--- src/flrm_pkg.sv ---
// ----------------------------------------------------------------------------
// Fire loop resistance monitor package
// Shared types, register indexes, status codes and arithmetic widths.
// ----------------------------------------------------------------------------
`default_nettype none

package flrm_pkg;

    // Loop status codes.
    localparam logic [1:0] STAT_OFF  = 2'd0;
    localparam logic [1:0] STAT_OK   = 2'd1;
    localparam logic [1:0] STAT_BAD  = 2'd2;
    localparam logic [1:0] STAT_FIRE = 2'd3;

    // Configuration register indexes.
    localparam int CFG_INDEX_W = 3;
    localparam int CFG_DATA_W  = 24;
    localparam logic [CFG_INDEX_W-1:0] REG_REFERENCE_MV = 3'd0;
    localparam logic [CFG_INDEX_W-1:0] REG_SUPPLY_MV    = 3'd1;
    localparam logic [CFG_INDEX_W-1:0] REG_SERIES_OHMS  = 3'd2;
    localparam logic [CFG_INDEX_W-1:0] REG_UPPER_OHMS   = 3'd3;
    localparam logic [CFG_INDEX_W-1:0] REG_LOWER_OHMS   = 3'd4;
    localparam logic [CFG_INDEX_W-1:0] REG_JUMP_OHMS    = 3'd5;

    // Field widths.
    localparam int CODE_W   = 12;
    localparam int SUPPLY_W = 13;
    localparam int SERIES_W = 20;
    localparam int OHMS_W   = 24;

    // Shared divider: dividend up to series_ohms * millivolts, divisor up to supply.
    localparam int DIV_N_W = 33;
    localparam int DIV_D_W = 13;

    localparam logic [OHMS_W-1:0] OHMS_MAX = 24'hFFFFFF;

    typedef struct packed {
        logic [3:0]        channel;
        logic [CODE_W-1:0] sample_code;
        logic [CODE_W-1:0] vref_code;
    } in_item_t;

    typedef struct packed {
        logic [3:0]        channel_out;
        logic [1:0]        loop_status;
        logic              announce;
        logic [OHMS_W-1:0] resistance_ohms;
    } out_item_t;

    // Per-channel state word.
    typedef struct packed {
        logic [1:0]        status;
        logic [OHMS_W-1:0] last_ohms;
        logic              first;
    } entry_t;

    localparam entry_t ENTRY_RESET = '{status: STAT_OFF, last_ohms: '0, first: 1'b1};

    typedef struct packed {
        entry_t entry;
        logic   announce;
    } rule_out_t;

    typedef struct packed {
        logic busy;
        logic done;
    } div_stat_t;

endpackage

`default_nettype wire

--- src/flrm_ram.sv ---
// ----------------------------------------------------------------------------
// Generic single-port-write RAM
// One write port and one read port with registered read data.
// ----------------------------------------------------------------------------
`default_nettype none

module flrm_ram #(
    parameter int WIDTH = 27,
    parameter int DEPTH = 16
) (
    input  wire logic                                   clk,
    input  wire logic                                   wr_en,
    input  wire logic [(DEPTH > 1 ? $clog2(DEPTH) : 1)-1:0] wr_addr,
    input  wire logic [WIDTH-1:0]                       wr_data,
    input  wire logic                                   rd_en,
    input  wire logic [(DEPTH > 1 ? $clog2(DEPTH) : 1)-1:0] rd_addr,
    output logic      [WIDTH-1:0]                       rd_data
);

    logic [WIDTH-1:0] mem [DEPTH];

    always_ff @(posedge clk)
    begin
        if (wr_en)
        begin
            mem[wr_addr] <= wr_data;
        end
        if (rd_en)
        begin
            rd_data <= mem[rd_addr];
        end
    end

endmodule

`default_nettype wire

--- src/flrm_div.sv ---
// ----------------------------------------------------------------------------
// Shared restoring divider
// Produces one quotient bit per cycle; a one-cycle done pulse ends a run.
// ----------------------------------------------------------------------------
`default_nettype none

module flrm_div (
    input  wire logic                         clk,
    input  wire logic                         rst_n,
    input  wire logic                         start,
    input  wire logic [flrm_pkg::DIV_N_W-1:0] dividend,
    input  wire logic [flrm_pkg::DIV_D_W-1:0] divisor,
    output flrm_pkg::div_stat_t               stat,
    output logic      [flrm_pkg::DIV_N_W-1:0] quotient
);

    localparam int N_W   = flrm_pkg::DIV_N_W;
    localparam int D_W   = flrm_pkg::DIV_D_W;
    localparam int CNT_W = $clog2(N_W + 1);

    logic [N_W-1:0]   quo_reg, quo_next;
    logic [D_W-1:0]   rem_reg, rem_next;
    logic [D_W-1:0]   div_reg, div_next;
    logic [CNT_W-1:0] cnt_reg, cnt_next;
    logic             busy_reg, busy_next;
    logic             done_reg, done_next;

    logic [D_W:0] partial;
    logic [D_W:0] diff;
    logic         ge;

    always_comb
    begin
        partial = {rem_reg, quo_reg[N_W-1]};
        ge      = (partial >= {1'b0, div_reg});
        diff    = partial - {1'b0, div_reg};

        quo_next  = quo_reg;
        rem_next  = rem_reg;
        div_next  = div_reg;
        cnt_next  = cnt_reg;
        busy_next = busy_reg;
        done_next = 1'b0;

        if (start)
        begin
            quo_next  = dividend;
            rem_next  = '0;
            div_next  = divisor;
            cnt_next  = CNT_W'(N_W);
            busy_next = 1'b1;
        end
        else if (busy_reg)
        begin
            quo_next = {quo_reg[N_W-2:0], ge};
            rem_next = ge ? diff[D_W-1:0] : partial[D_W-1:0];
            cnt_next = cnt_reg - 1'b1;
            if (cnt_reg == CNT_W'(1))
            begin
                busy_next = 1'b0;
                done_next = 1'b1;
            end
        end
    end

    always_ff @(posedge clk or negedge rst_n)
    begin
        if (!rst_n)
        begin
            cnt_reg  <= '0;
            busy_reg <= 1'b0;
            done_reg <= 1'b0;
        end
        else
        begin
            cnt_reg  <= cnt_next;
            busy_reg <= busy_next;
            done_reg <= done_next;
        end
    end

    always_ff @(posedge clk)
    begin
        quo_reg <= quo_next;
        rem_reg <= rem_next;
        div_reg <= div_next;
    end

    assign quotient  = quo_reg;
    assign stat.busy = busy_reg;
    assign stat.done = done_reg;

endmodule

`default_nettype wire

--- src/flrm_rules.sv ---
// ----------------------------------------------------------------------------
// Loop status rules
// Applies the ordered status rules to one channel's stored state.
// ----------------------------------------------------------------------------
`default_nettype none

module flrm_rules (
    input  wire logic [flrm_pkg::OHMS_W-1:0] ohms,
    input  wire flrm_pkg::entry_t            prev,
    input  wire logic [flrm_pkg::OHMS_W-1:0] upper_ohms,
    input  wire logic [flrm_pkg::OHMS_W-1:0] lower_ohms,
    input  wire logic [flrm_pkg::OHMS_W-1:0] jump_ohms,
    output flrm_pkg::rule_out_t              result
);

    localparam int W = flrm_pkg::OHMS_W;

    logic [W-1:0] rise;
    logic [W-1:0] fall;
    logic         jump_up;
    logic         jump_down;
    logic         above_upper;
    logic         in_band;
    logic         below_lower;
    logic         is_ok;
    logic         is_bad;
    logic         is_off;
    logic         is_fire;
    logic [1:0]   diag;

    always_comb
    begin
        rise        = ohms - prev.last_ohms;
        fall        = prev.last_ohms - ohms;
        jump_up     = (ohms > prev.last_ohms) && (rise > jump_ohms);
        jump_down   = (prev.last_ohms > ohms) && (fall > jump_ohms);
        above_upper = ohms > upper_ohms;
        below_lower = ohms < lower_ohms;
        in_band     = (ohms < upper_ohms) && (ohms > lower_ohms);
        is_ok       = prev.status == flrm_pkg::STAT_OK;
        is_bad      = prev.status == flrm_pkg::STAT_BAD;
        is_off      = prev.status == flrm_pkg::STAT_OFF;
        is_fire     = prev.status == flrm_pkg::STAT_FIRE;
        diag        = in_band ? flrm_pkg::STAT_OK : flrm_pkg::STAT_BAD;

        result.entry.status    = prev.status;
        result.entry.last_ohms = ohms;
        result.entry.first     = prev.first;
        result.announce        = 1'b0;

        if (jump_up && (is_ok || is_bad))
        begin
            result.entry.status = flrm_pkg::STAT_OFF;
            result.announce     = 1'b1;
        end
        else if (above_upper && !is_fire)
        begin
            // Open loop keeps its status.
        end
        else if (in_band && is_ok)
        begin
            // Healthy loop keeps its status.
        end
        else if (jump_down && is_off && (ohms != '0) && (prev.last_ohms != '0))
        begin
            result.entry.status = diag;
            result.announce     = 1'b1;
        end
        else if (is_ok && below_lower)
        begin
            result.entry.status = flrm_pkg::STAT_FIRE;
            result.announce     = 1'b1;
        end
        else if (prev.first && !is_fire)
        begin
            result.entry.first  = 1'b0;
            result.entry.status = diag;
            result.announce     = 1'b1;
        end
    end

endmodule

`default_nettype wire

--- src/fire_loop_resistance_monitor.sv ---
// ----------------------------------------------------------------------------
// Fire loop resistance monitor
// Converts sensor ADC samples to loop resistance and tracks per-channel status.
// ----------------------------------------------------------------------------
// Each input item carries one channel's sensor code and the reference code.
// The block turns them into loop millivolts, then loop ohms, and updates that
// channel's status (off, ok, bad, fire) with an announce flag on changes that
// need a notification. One result item is returned for every input item. Each
// item passes the sequencer states idle, first multiply, first division,
// second multiply, second division and rule; the two divisions are two passes
// through one shared bit-serial divider of 33 quotient bits each. An item with
// a zero reference code skips both divisions and goes straight to the rule
// step, and one whose voltage is at or above the supply skips the second
// division. The block takes no new item until the current one has been handed
// to the output register, which can hold a finished result while the downstream
// side stalls. Per-channel state lives in a small RAM with one valid bit per
// channel, so it is ready right after reset with no clearing pass. Channel
// numbers at or beyond CHANNELS return status off and no announce, with the
// computed resistance, and leave all state untouched. Configuration is meant
// to be written only while the block is idle.
// ----------------------------------------------------------------------------
`default_nettype none

module fire_loop_resistance_monitor #(
    parameter int CHANNELS = 16,
    parameter int ADC_BITS = 12
) (
    input  wire logic                               clk,
    input  wire logic                               rst_n,
    input  wire logic                               in_valid,
    output logic                                    in_ready,
    input  wire flrm_pkg::in_item_t                 in_item,
    output logic                                    out_valid,
    input  wire logic                               out_ready,
    output flrm_pkg::out_item_t                     out_item,
    input  wire logic                               cfg_write,
    input  wire logic [flrm_pkg::CFG_INDEX_W-1:0]   cfg_index,
    input  wire logic [flrm_pkg::CFG_DATA_W-1:0]    cfg_data
);

    localparam int CH_W     = (CHANNELS > 1) ? $clog2(CHANNELS) : 1;
    localparam int CODE_W   = flrm_pkg::CODE_W;
    localparam int SUPPLY_W = flrm_pkg::SUPPLY_W;
    localparam int SERIES_W = flrm_pkg::SERIES_W;
    localparam int OHMS_W   = flrm_pkg::OHMS_W;
    localparam int N_W      = flrm_pkg::DIV_N_W;
    localparam int ENTRY_W  = $bits(flrm_pkg::entry_t);

    // Only the low ADC_BITS bits of each code are significant.
    localparam logic [CODE_W-1:0] ADC_MASK =
        (ADC_BITS >= CODE_W) ? {CODE_W{1'b1}} : CODE_W'((1 << ADC_BITS) - 1);

    // Sequencer states.
    localparam logic [2:0] ST_IDLE = 3'd0;
    localparam logic [2:0] ST_MUL1 = 3'd1;
    localparam logic [2:0] ST_DIV1 = 3'd2;
    localparam logic [2:0] ST_MUL2 = 3'd3;
    localparam logic [2:0] ST_DIV2 = 3'd4;
    localparam logic [2:0] ST_RULE = 3'd5;

    // Configuration registers.
    logic [CODE_W-1:0]   ref_mv_reg;
    logic [SUPPLY_W-1:0] supply_mv_reg;
    logic [SERIES_W-1:0] series_reg;
    logic [OHMS_W-1:0]   upper_reg;
    logic [OHMS_W-1:0]   lower_reg;
    logic [OHMS_W-1:0]   jump_reg;

    // Sequencer and working registers.
    logic [2:0]          state_reg, state_next;
    logic [3:0]          ch_reg, ch_next;
    logic [CODE_W-1:0]   code_reg, code_next;
    logic [CODE_W-1:0]   vref_reg, vref_next;
    logic [SUPPLY_W-1:0] u_reg, u_next;
    logic [OHMS_W-1:0]   r_reg, r_next;
    logic                out_valid_reg, out_valid_next;
    flrm_pkg::out_item_t out_item_reg, out_item_next;
    logic [CHANNELS-1:0] entry_valid_reg, entry_valid_next;

    // Divider hookup.
    logic                         div_start;
    logic [N_W-1:0]               div_dividend;
    logic [flrm_pkg::DIV_D_W-1:0] div_divisor;
    flrm_pkg::div_stat_t          div_stat;
    logic [N_W-1:0]               div_quotient;

    // Channel state storage.
    logic                 accept;
    logic [CH_W+3:0]      in_ch_ext;
    logic [CH_W+3:0]      ch_ext;
    logic [CH_W-1:0]      rd_addr;
    logic [CH_W-1:0]      ch_idx;
    logic                 ch_in_range;
    logic                 ram_we;
    logic [ENTRY_W-1:0]   ram_rd_data;
    flrm_pkg::entry_t     prev_entry;
    flrm_pkg::rule_out_t  rule_result;

    logic [2*CODE_W-1:0]  volt_product;
    logic [N_W-1:0]       ohm_product;
    logic                 out_free;

    assign accept    = in_valid && in_ready;
    assign in_ready  = (state_reg == ST_IDLE);
    assign out_valid = out_valid_reg;
    assign out_item  = out_item_reg;
    assign out_free  = !out_valid_reg || out_ready;

    assign in_ch_ext   = {{CH_W{1'b0}}, in_item.channel};
    assign rd_addr     = in_ch_ext[CH_W-1:0];
    assign ch_ext      = {{CH_W{1'b0}}, ch_reg};
    assign ch_idx      = ch_ext[CH_W-1:0];
    assign ch_in_range = (32'(ch_reg) < CHANNELS);

    // A channel never written since reset reads as its reset state.
    assign prev_entry = entry_valid_reg[ch_idx] ? flrm_pkg::entry_t'(ram_rd_data)
                                                : flrm_pkg::ENTRY_RESET;

    // One multiplier shape per division; each product is registered by the divider.
    assign volt_product = {{CODE_W{1'b0}}, ref_mv_reg} * {{CODE_W{1'b0}}, code_reg};
    assign ohm_product  = N_W'(series_reg) * N_W'(u_reg);

    assign ram_we = (state_reg == ST_RULE) && out_free && ch_in_range;

    flrm_ram #(
        .WIDTH (ENTRY_W),
        .DEPTH (CHANNELS)
    ) u_state_ram (
        .clk     (clk),
        .wr_en   (ram_we),
        .wr_addr (ch_idx),
        .wr_data (ENTRY_W'(rule_result.entry)),
        .rd_en   (accept),
        .rd_addr (rd_addr),
        .rd_data (ram_rd_data)
    );

    flrm_div u_div (
        .clk      (clk),
        .rst_n    (rst_n),
        .start    (div_start),
        .dividend (div_dividend),
        .divisor  (div_divisor),
        .stat     (div_stat),
        .quotient (div_quotient)
    );

    flrm_rules u_rules (
        .ohms       (r_reg),
        .prev       (prev_entry),
        .upper_ohms (upper_reg),
        .lower_ohms (lower_reg),
        .jump_ohms  (jump_reg),
        .result     (rule_result)
    );

    // Sequencer: millivolts by the first division, ohms by the second, then rules.
    always_comb
    begin
        state_next       = state_reg;
        ch_next          = ch_reg;
        code_next        = code_reg;
        vref_next        = vref_reg;
        u_next           = u_reg;
        r_next           = r_reg;
        out_valid_next   = out_valid_reg && !out_ready;
        out_item_next    = out_item_reg;
        entry_valid_next = entry_valid_reg;
        div_start        = 1'b0;
        div_dividend     = N_W'(volt_product);
        div_divisor      = {1'b0, vref_reg};

        case (state_reg)
            ST_IDLE:
            begin
                if (accept)
                begin
                    ch_next    = in_item.channel;
                    code_next  = in_item.sample_code & ADC_MASK;
                    vref_next  = in_item.vref_code & ADC_MASK;
                    state_next = ST_MUL1;
                end
            end
            ST_MUL1:
            begin
                if (vref_reg == '0)
                begin
                    r_next     = flrm_pkg::OHMS_MAX;
                    state_next = ST_RULE;
                end
                else
                begin
                    div_start  = 1'b1;
                    state_next = ST_DIV1;
                end
            end
            ST_DIV1:
            begin
                if (div_stat.done)
                begin
                    // Voltage at or above the supply means an open loop.
                    if (div_quotient >= N_W'(supply_mv_reg))
                    begin
                        r_next     = flrm_pkg::OHMS_MAX;
                        state_next = ST_RULE;
                    end
                    else
                    begin
                        u_next     = div_quotient[SUPPLY_W-1:0];
                        state_next = ST_MUL2;
                    end
                end
            end
            ST_MUL2:
            begin
                div_start    = 1'b1;
                div_dividend = ohm_product;
                div_divisor  = supply_mv_reg - u_reg;
                state_next   = ST_DIV2;
            end
            ST_DIV2:
            begin
                if (div_stat.done)
                begin
                    if (div_quotient[N_W-1:OHMS_W] != '0)
                    begin
                        r_next = flrm_pkg::OHMS_MAX;
                    end
                    else
                    begin
                        r_next = div_quotient[OHMS_W-1:0];
                    end
                    state_next = ST_RULE;
                end
            end
            ST_RULE:
            begin
                if (out_free)
                begin
                    out_valid_next              = 1'b1;
                    out_item_next.channel_out     = ch_reg;
                    out_item_next.resistance_ohms = r_reg;
                    if (ch_in_range)
                    begin
                        out_item_next.loop_status = rule_result.entry.status;
                        out_item_next.announce    = rule_result.announce;
                        entry_valid_next[ch_idx]  = 1'b1;
                    end
                    else
                    begin
                        out_item_next.loop_status = flrm_pkg::STAT_OFF;
                        out_item_next.announce    = 1'b0;
                    end
                    state_next = ST_IDLE;
                end
            end
            default:
            begin
                state_next = ST_IDLE;
            end
        endcase
    end

    always_ff @(posedge clk or negedge rst_n)
    begin
        if (!rst_n)
        begin
            state_reg       <= ST_IDLE;
            out_valid_reg   <= 1'b0;
            entry_valid_reg <= '0;
        end
        else
        begin
            state_reg       <= state_next;
            out_valid_reg   <= out_valid_next;
            entry_valid_reg <= entry_valid_next;
        end
    end

    always_ff @(posedge clk)
    begin
        ch_reg       <= ch_next;
        code_reg     <= code_next;
        vref_reg     <= vref_next;
        u_reg        <= u_next;
        r_reg        <= r_next;
        out_item_reg <= out_item_next;
    end

    // Configuration writes; indexes beyond the list are ignored.
    always_ff @(posedge clk or negedge rst_n)
    begin
        if (!rst_n)
        begin
            ref_mv_reg    <= CODE_W'(1200);
            supply_mv_reg <= SUPPLY_W'(3300);
            series_reg    <= SERIES_W'(10000);
            upper_reg     <= OHMS_W'(20000);
            lower_reg     <= OHMS_W'(2000);
            jump_reg      <= OHMS_W'(5000);
        end
        else if (cfg_write)
        begin
            case (cfg_index)
                flrm_pkg::REG_REFERENCE_MV: ref_mv_reg    <= cfg_data[CODE_W-1:0];
                flrm_pkg::REG_SUPPLY_MV:    supply_mv_reg <= cfg_data[SUPPLY_W-1:0];
                flrm_pkg::REG_SERIES_OHMS:  series_reg    <= cfg_data[SERIES_W-1:0];
                flrm_pkg::REG_UPPER_OHMS:   upper_reg     <= cfg_data[OHMS_W-1:0];
                flrm_pkg::REG_LOWER_OHMS:   lower_reg     <= cfg_data[OHMS_W-1:0];
                flrm_pkg::REG_JUMP_OHMS:    jump_reg      <= cfg_data[OHMS_W-1:0];
                default:
                begin
                end
            endcase
        end
    end

endmodule

`default_nettype wire

--- config.mk ---
export PLATFORM = sky130hd
export DESIGN_NAME = fire_loop_resistance_monitor
export DESIGN_NICKNAME = d
export VERILOG_FILES = /design/src/flrm_pkg.sv /design/src/flrm_ram.sv /design/src/flrm_div.sv /design/src/flrm_rules.sv /design/src/fire_loop_resistance_monitor.sv
export SDC_FILE = /design/constraint.sdc
export NUM_CORES = 2
export LEC_CHECK = 0
export BUFFER_PORTS_ARGS = -buffer_cell sky130_fd_sc_hd__buf_4
export CAP_MARGIN = 20
export CORE_ASPECT_RATIO = 0.6
export CORE_MARGIN = 2
export CORE_UTILIZATION = 59
export CTS_CLUSTER_DIAMETER = 80
export CTS_CLUSTER_SIZE = 24
export DETAILED_ROUTE_END_ITERATION = 7
export PLACE_DENSITY = 0.75
export SLEW_MARGIN = 20
export SYNTH_ARGS = -nofsm -noshare
export SYNTH_HDL_FRONTEND = slang
export SYNTH_HIERARCHICAL = 1
export SYNTH_SLANG_ARGS = --single-unit
--- constraint.sdc ---
create_clock -name clk -period 10.85 [get_ports clk]
set_input_delay 0 -clock clk [delete_from_list [all_inputs] [get_ports clk]]
set_output_delay 0 -clock clk [all_outputs]
set_load 0.1 [all_outputs]
==> run metrics <==
max FFs per register 432; Max Root-Sink Buffers 3; CTS Buf Count 42; CTS tree yes; Syn. warnings 6; Die X 375 µm; hold_buf cts 60; clock latency on the worst-skew pair 0.63 ns; Port Buffer Count just over 90; Crit-path slowest cell a211oi_2; critical path class reg2reg; area of the multi-input gates roughly 0.024 mm²; Final Slew Violations 0; DPL Wire Length about 85000 µm; Avg WL per Cell 23.6 µm; syn avg cell area between 10 and 15 µm²; WP data required between 10 and 15 ns; Syn Nets between 4k and 5k; initial antenna violation count 2; drt first pass iters 7; Synth Instances between 4k and 5k; buffers and inverters on the worst path 2; CTS sink cnt 759; critical-path cell list mux4_2 > mux4_2 > and2_1 > inv_1 > ha_1 > inv_1 > fa_1 > a21o_1 > a221oi_4 > a21oi_2 > a2111oi_4 > o41ai_1 > a221o_1 > a21oi_2 > xnor2_1 > ha_1 > and4_1 > nand4_1 > nor4_1 > a2111oi_0 > nor3_1 > o311ai_0 > a211oi_2; CP endpoint kind flop; CP Launch Type flop; Vias between 30k and 40k; status complete, no violations; RSZ-0062 raised after global routing no; all-layer global routing usage 29.2%; setup tns final 0 ns; row cnt slightly above 80; H-tree Lvls 2; hold path cells 1; share of cells above drive strength 1 14.2%; first-pass GRT wire length 187000 µm; CP arrival ~9.0 ns; final hold viol count 0; total grt overflow 0; Die Ht around 230 µm; Die Area between 0.08 and 0.09 mm²; Max stage delay on crit path 0.86 ns; NumNets Final 4765; DR iter-0 viols between 3k and 4k; # DRC 0; area grow syn2layout 7.55%; crit share post-route 80.0%; Initial Util 59.7%; final WL about 120000 µm; total I/O pin count between 90 and 100; number of post-CTS setup repair buffers 0; worst hold path class in2reg; Post-Syn Area between 0.04 and 0.05 mm²; final worst path period need between 8 and 9 ns; total core area just over 0.08 mm²; relative slew slack a little under a quarter; Slew @ Worst Pin 1.16 ns; vias in the first global route 31.0k; largest net degree at the start of global routing between 70 and 80; delay-heaviest family, CP compound AO/OA/AOI/OAI gates; Vias/cell approximately 6.1; Peak Freq 0.115 GHz; filler cell count ~6.1k; ANT cells 0; CP Max Fanout 27; clock-pin slew on the worst setup and hold paths 0.09 ns; FF/Latch Area about 0.022 mm²; Worst Reg-to-Reg Cells 23; global placer's final weighted congestion about 0.93; max cap viols 0; Worst path depth 23; CTS resizes 0; Finish-stage setup viols 0; CTS root buf clkbuf_16; Setup Skew between 0.03 and 0.04 ns; number of antenna-violating nets in the routed design 0
per-stage QoR:
step / instances / hold WS [ns] / area, µm² / worst slack, ns / util (%)
finish: 5180 / 0.000825 / 52500 / 2.17 / 64.2
global route: 5180 / 0.0688 / 52500 / 1.66 / 64.2
CTS: 5173 / 0.0154 / 52300 / 2.35 / 64.1
detailed placement: 5045 / 0.114 / 50400 / 2.38 / 61.7
global placement: 5044 / 0.111 / 50400 / 2.54 / 61.7
floorplan: 4035 / -0.296 / 48800 / 3.79 / -
path summary, 6_finish.rpt:
kind                                                          end  slack (ns)                           start
min in group asynchronous                u_div/busy_reg$_DFF_PN0_        0.01                           rst_n
worst max register to register  u_state_ram/mem[15][26]$_DFFE_PP_        2.17             ch_idx[0]$_DFFE_PP_
worst min register to register     entry_valid_reg[8]$_DFFE_PN0P_        0.46  entry_valid_reg[8]$_DFFE_PN0P_
worst max-delay path            u_state_ram/mem[15][26]$_DFFE_PP_        2.17             ch_idx[0]$_DFFE_PP_
max in group asynchronous              series_reg[16]$_DFFE_PN0P_        9.34                           rst_n
worst min-delay path                          ch_idx[0]$_DFFE_PP_      0.0008                     in_item[24]
layout by cell type, fill, tap and decap left out, types with 8 or more instances in the layout:
cell type and n:
o21ai_0 86, dlygate4sd3_1 60, nand2_1 403, and2_1 182, mux2_2 137, nand4_1 35, nand2b_1 16, clkbuf_1 11
dfxtp_1 13, mux4_2 113, a31oi_1 18, dfstp_2 31, or2_2 24, fa_1 302, o21bai_1 14, a22oi_1 35
xor2_1 47, nand3_1 52, edfxtp_1 601, o21ai_1 12, nor4_1 28, a21o_1 68, a311oi_1 9, nor2_4 13
o21a_1 15, and3_1 9, xnor2_1 65, clkbuf_16 43, or3_1 8, nor2b_1 24, dfrtp_1 114, inv_1 574
a211oi_1 17, nor2_1 104, ha_1 326, a21oi_1 136, buf_4 130, a22oi_2 20, nor3_1 31
layout make-up:
class                      count  area share, %
clock buffer                  54           2.13
timing repair buffer         200           3.34
clock inverter                14          0.417
sequential                   759           41.9
inverter                     574           4.11
tap                         1079           2.57
multi-input combinational   2500           45.6
metal layers:
metal  part of all wire [%]  vias to the layer above  GRT usage, %
met1                     47                    15900          46.8
met4                    1.7                        4          4.90
li1                       -                    14000             -
met5                  0.022                        -             0
met2                     40                     1591          39.8
met3                     12                      125          8.23
Power is not shown: default switching activity piles up to over one toggle a cycle in this logic, so the estimate is an artifact.
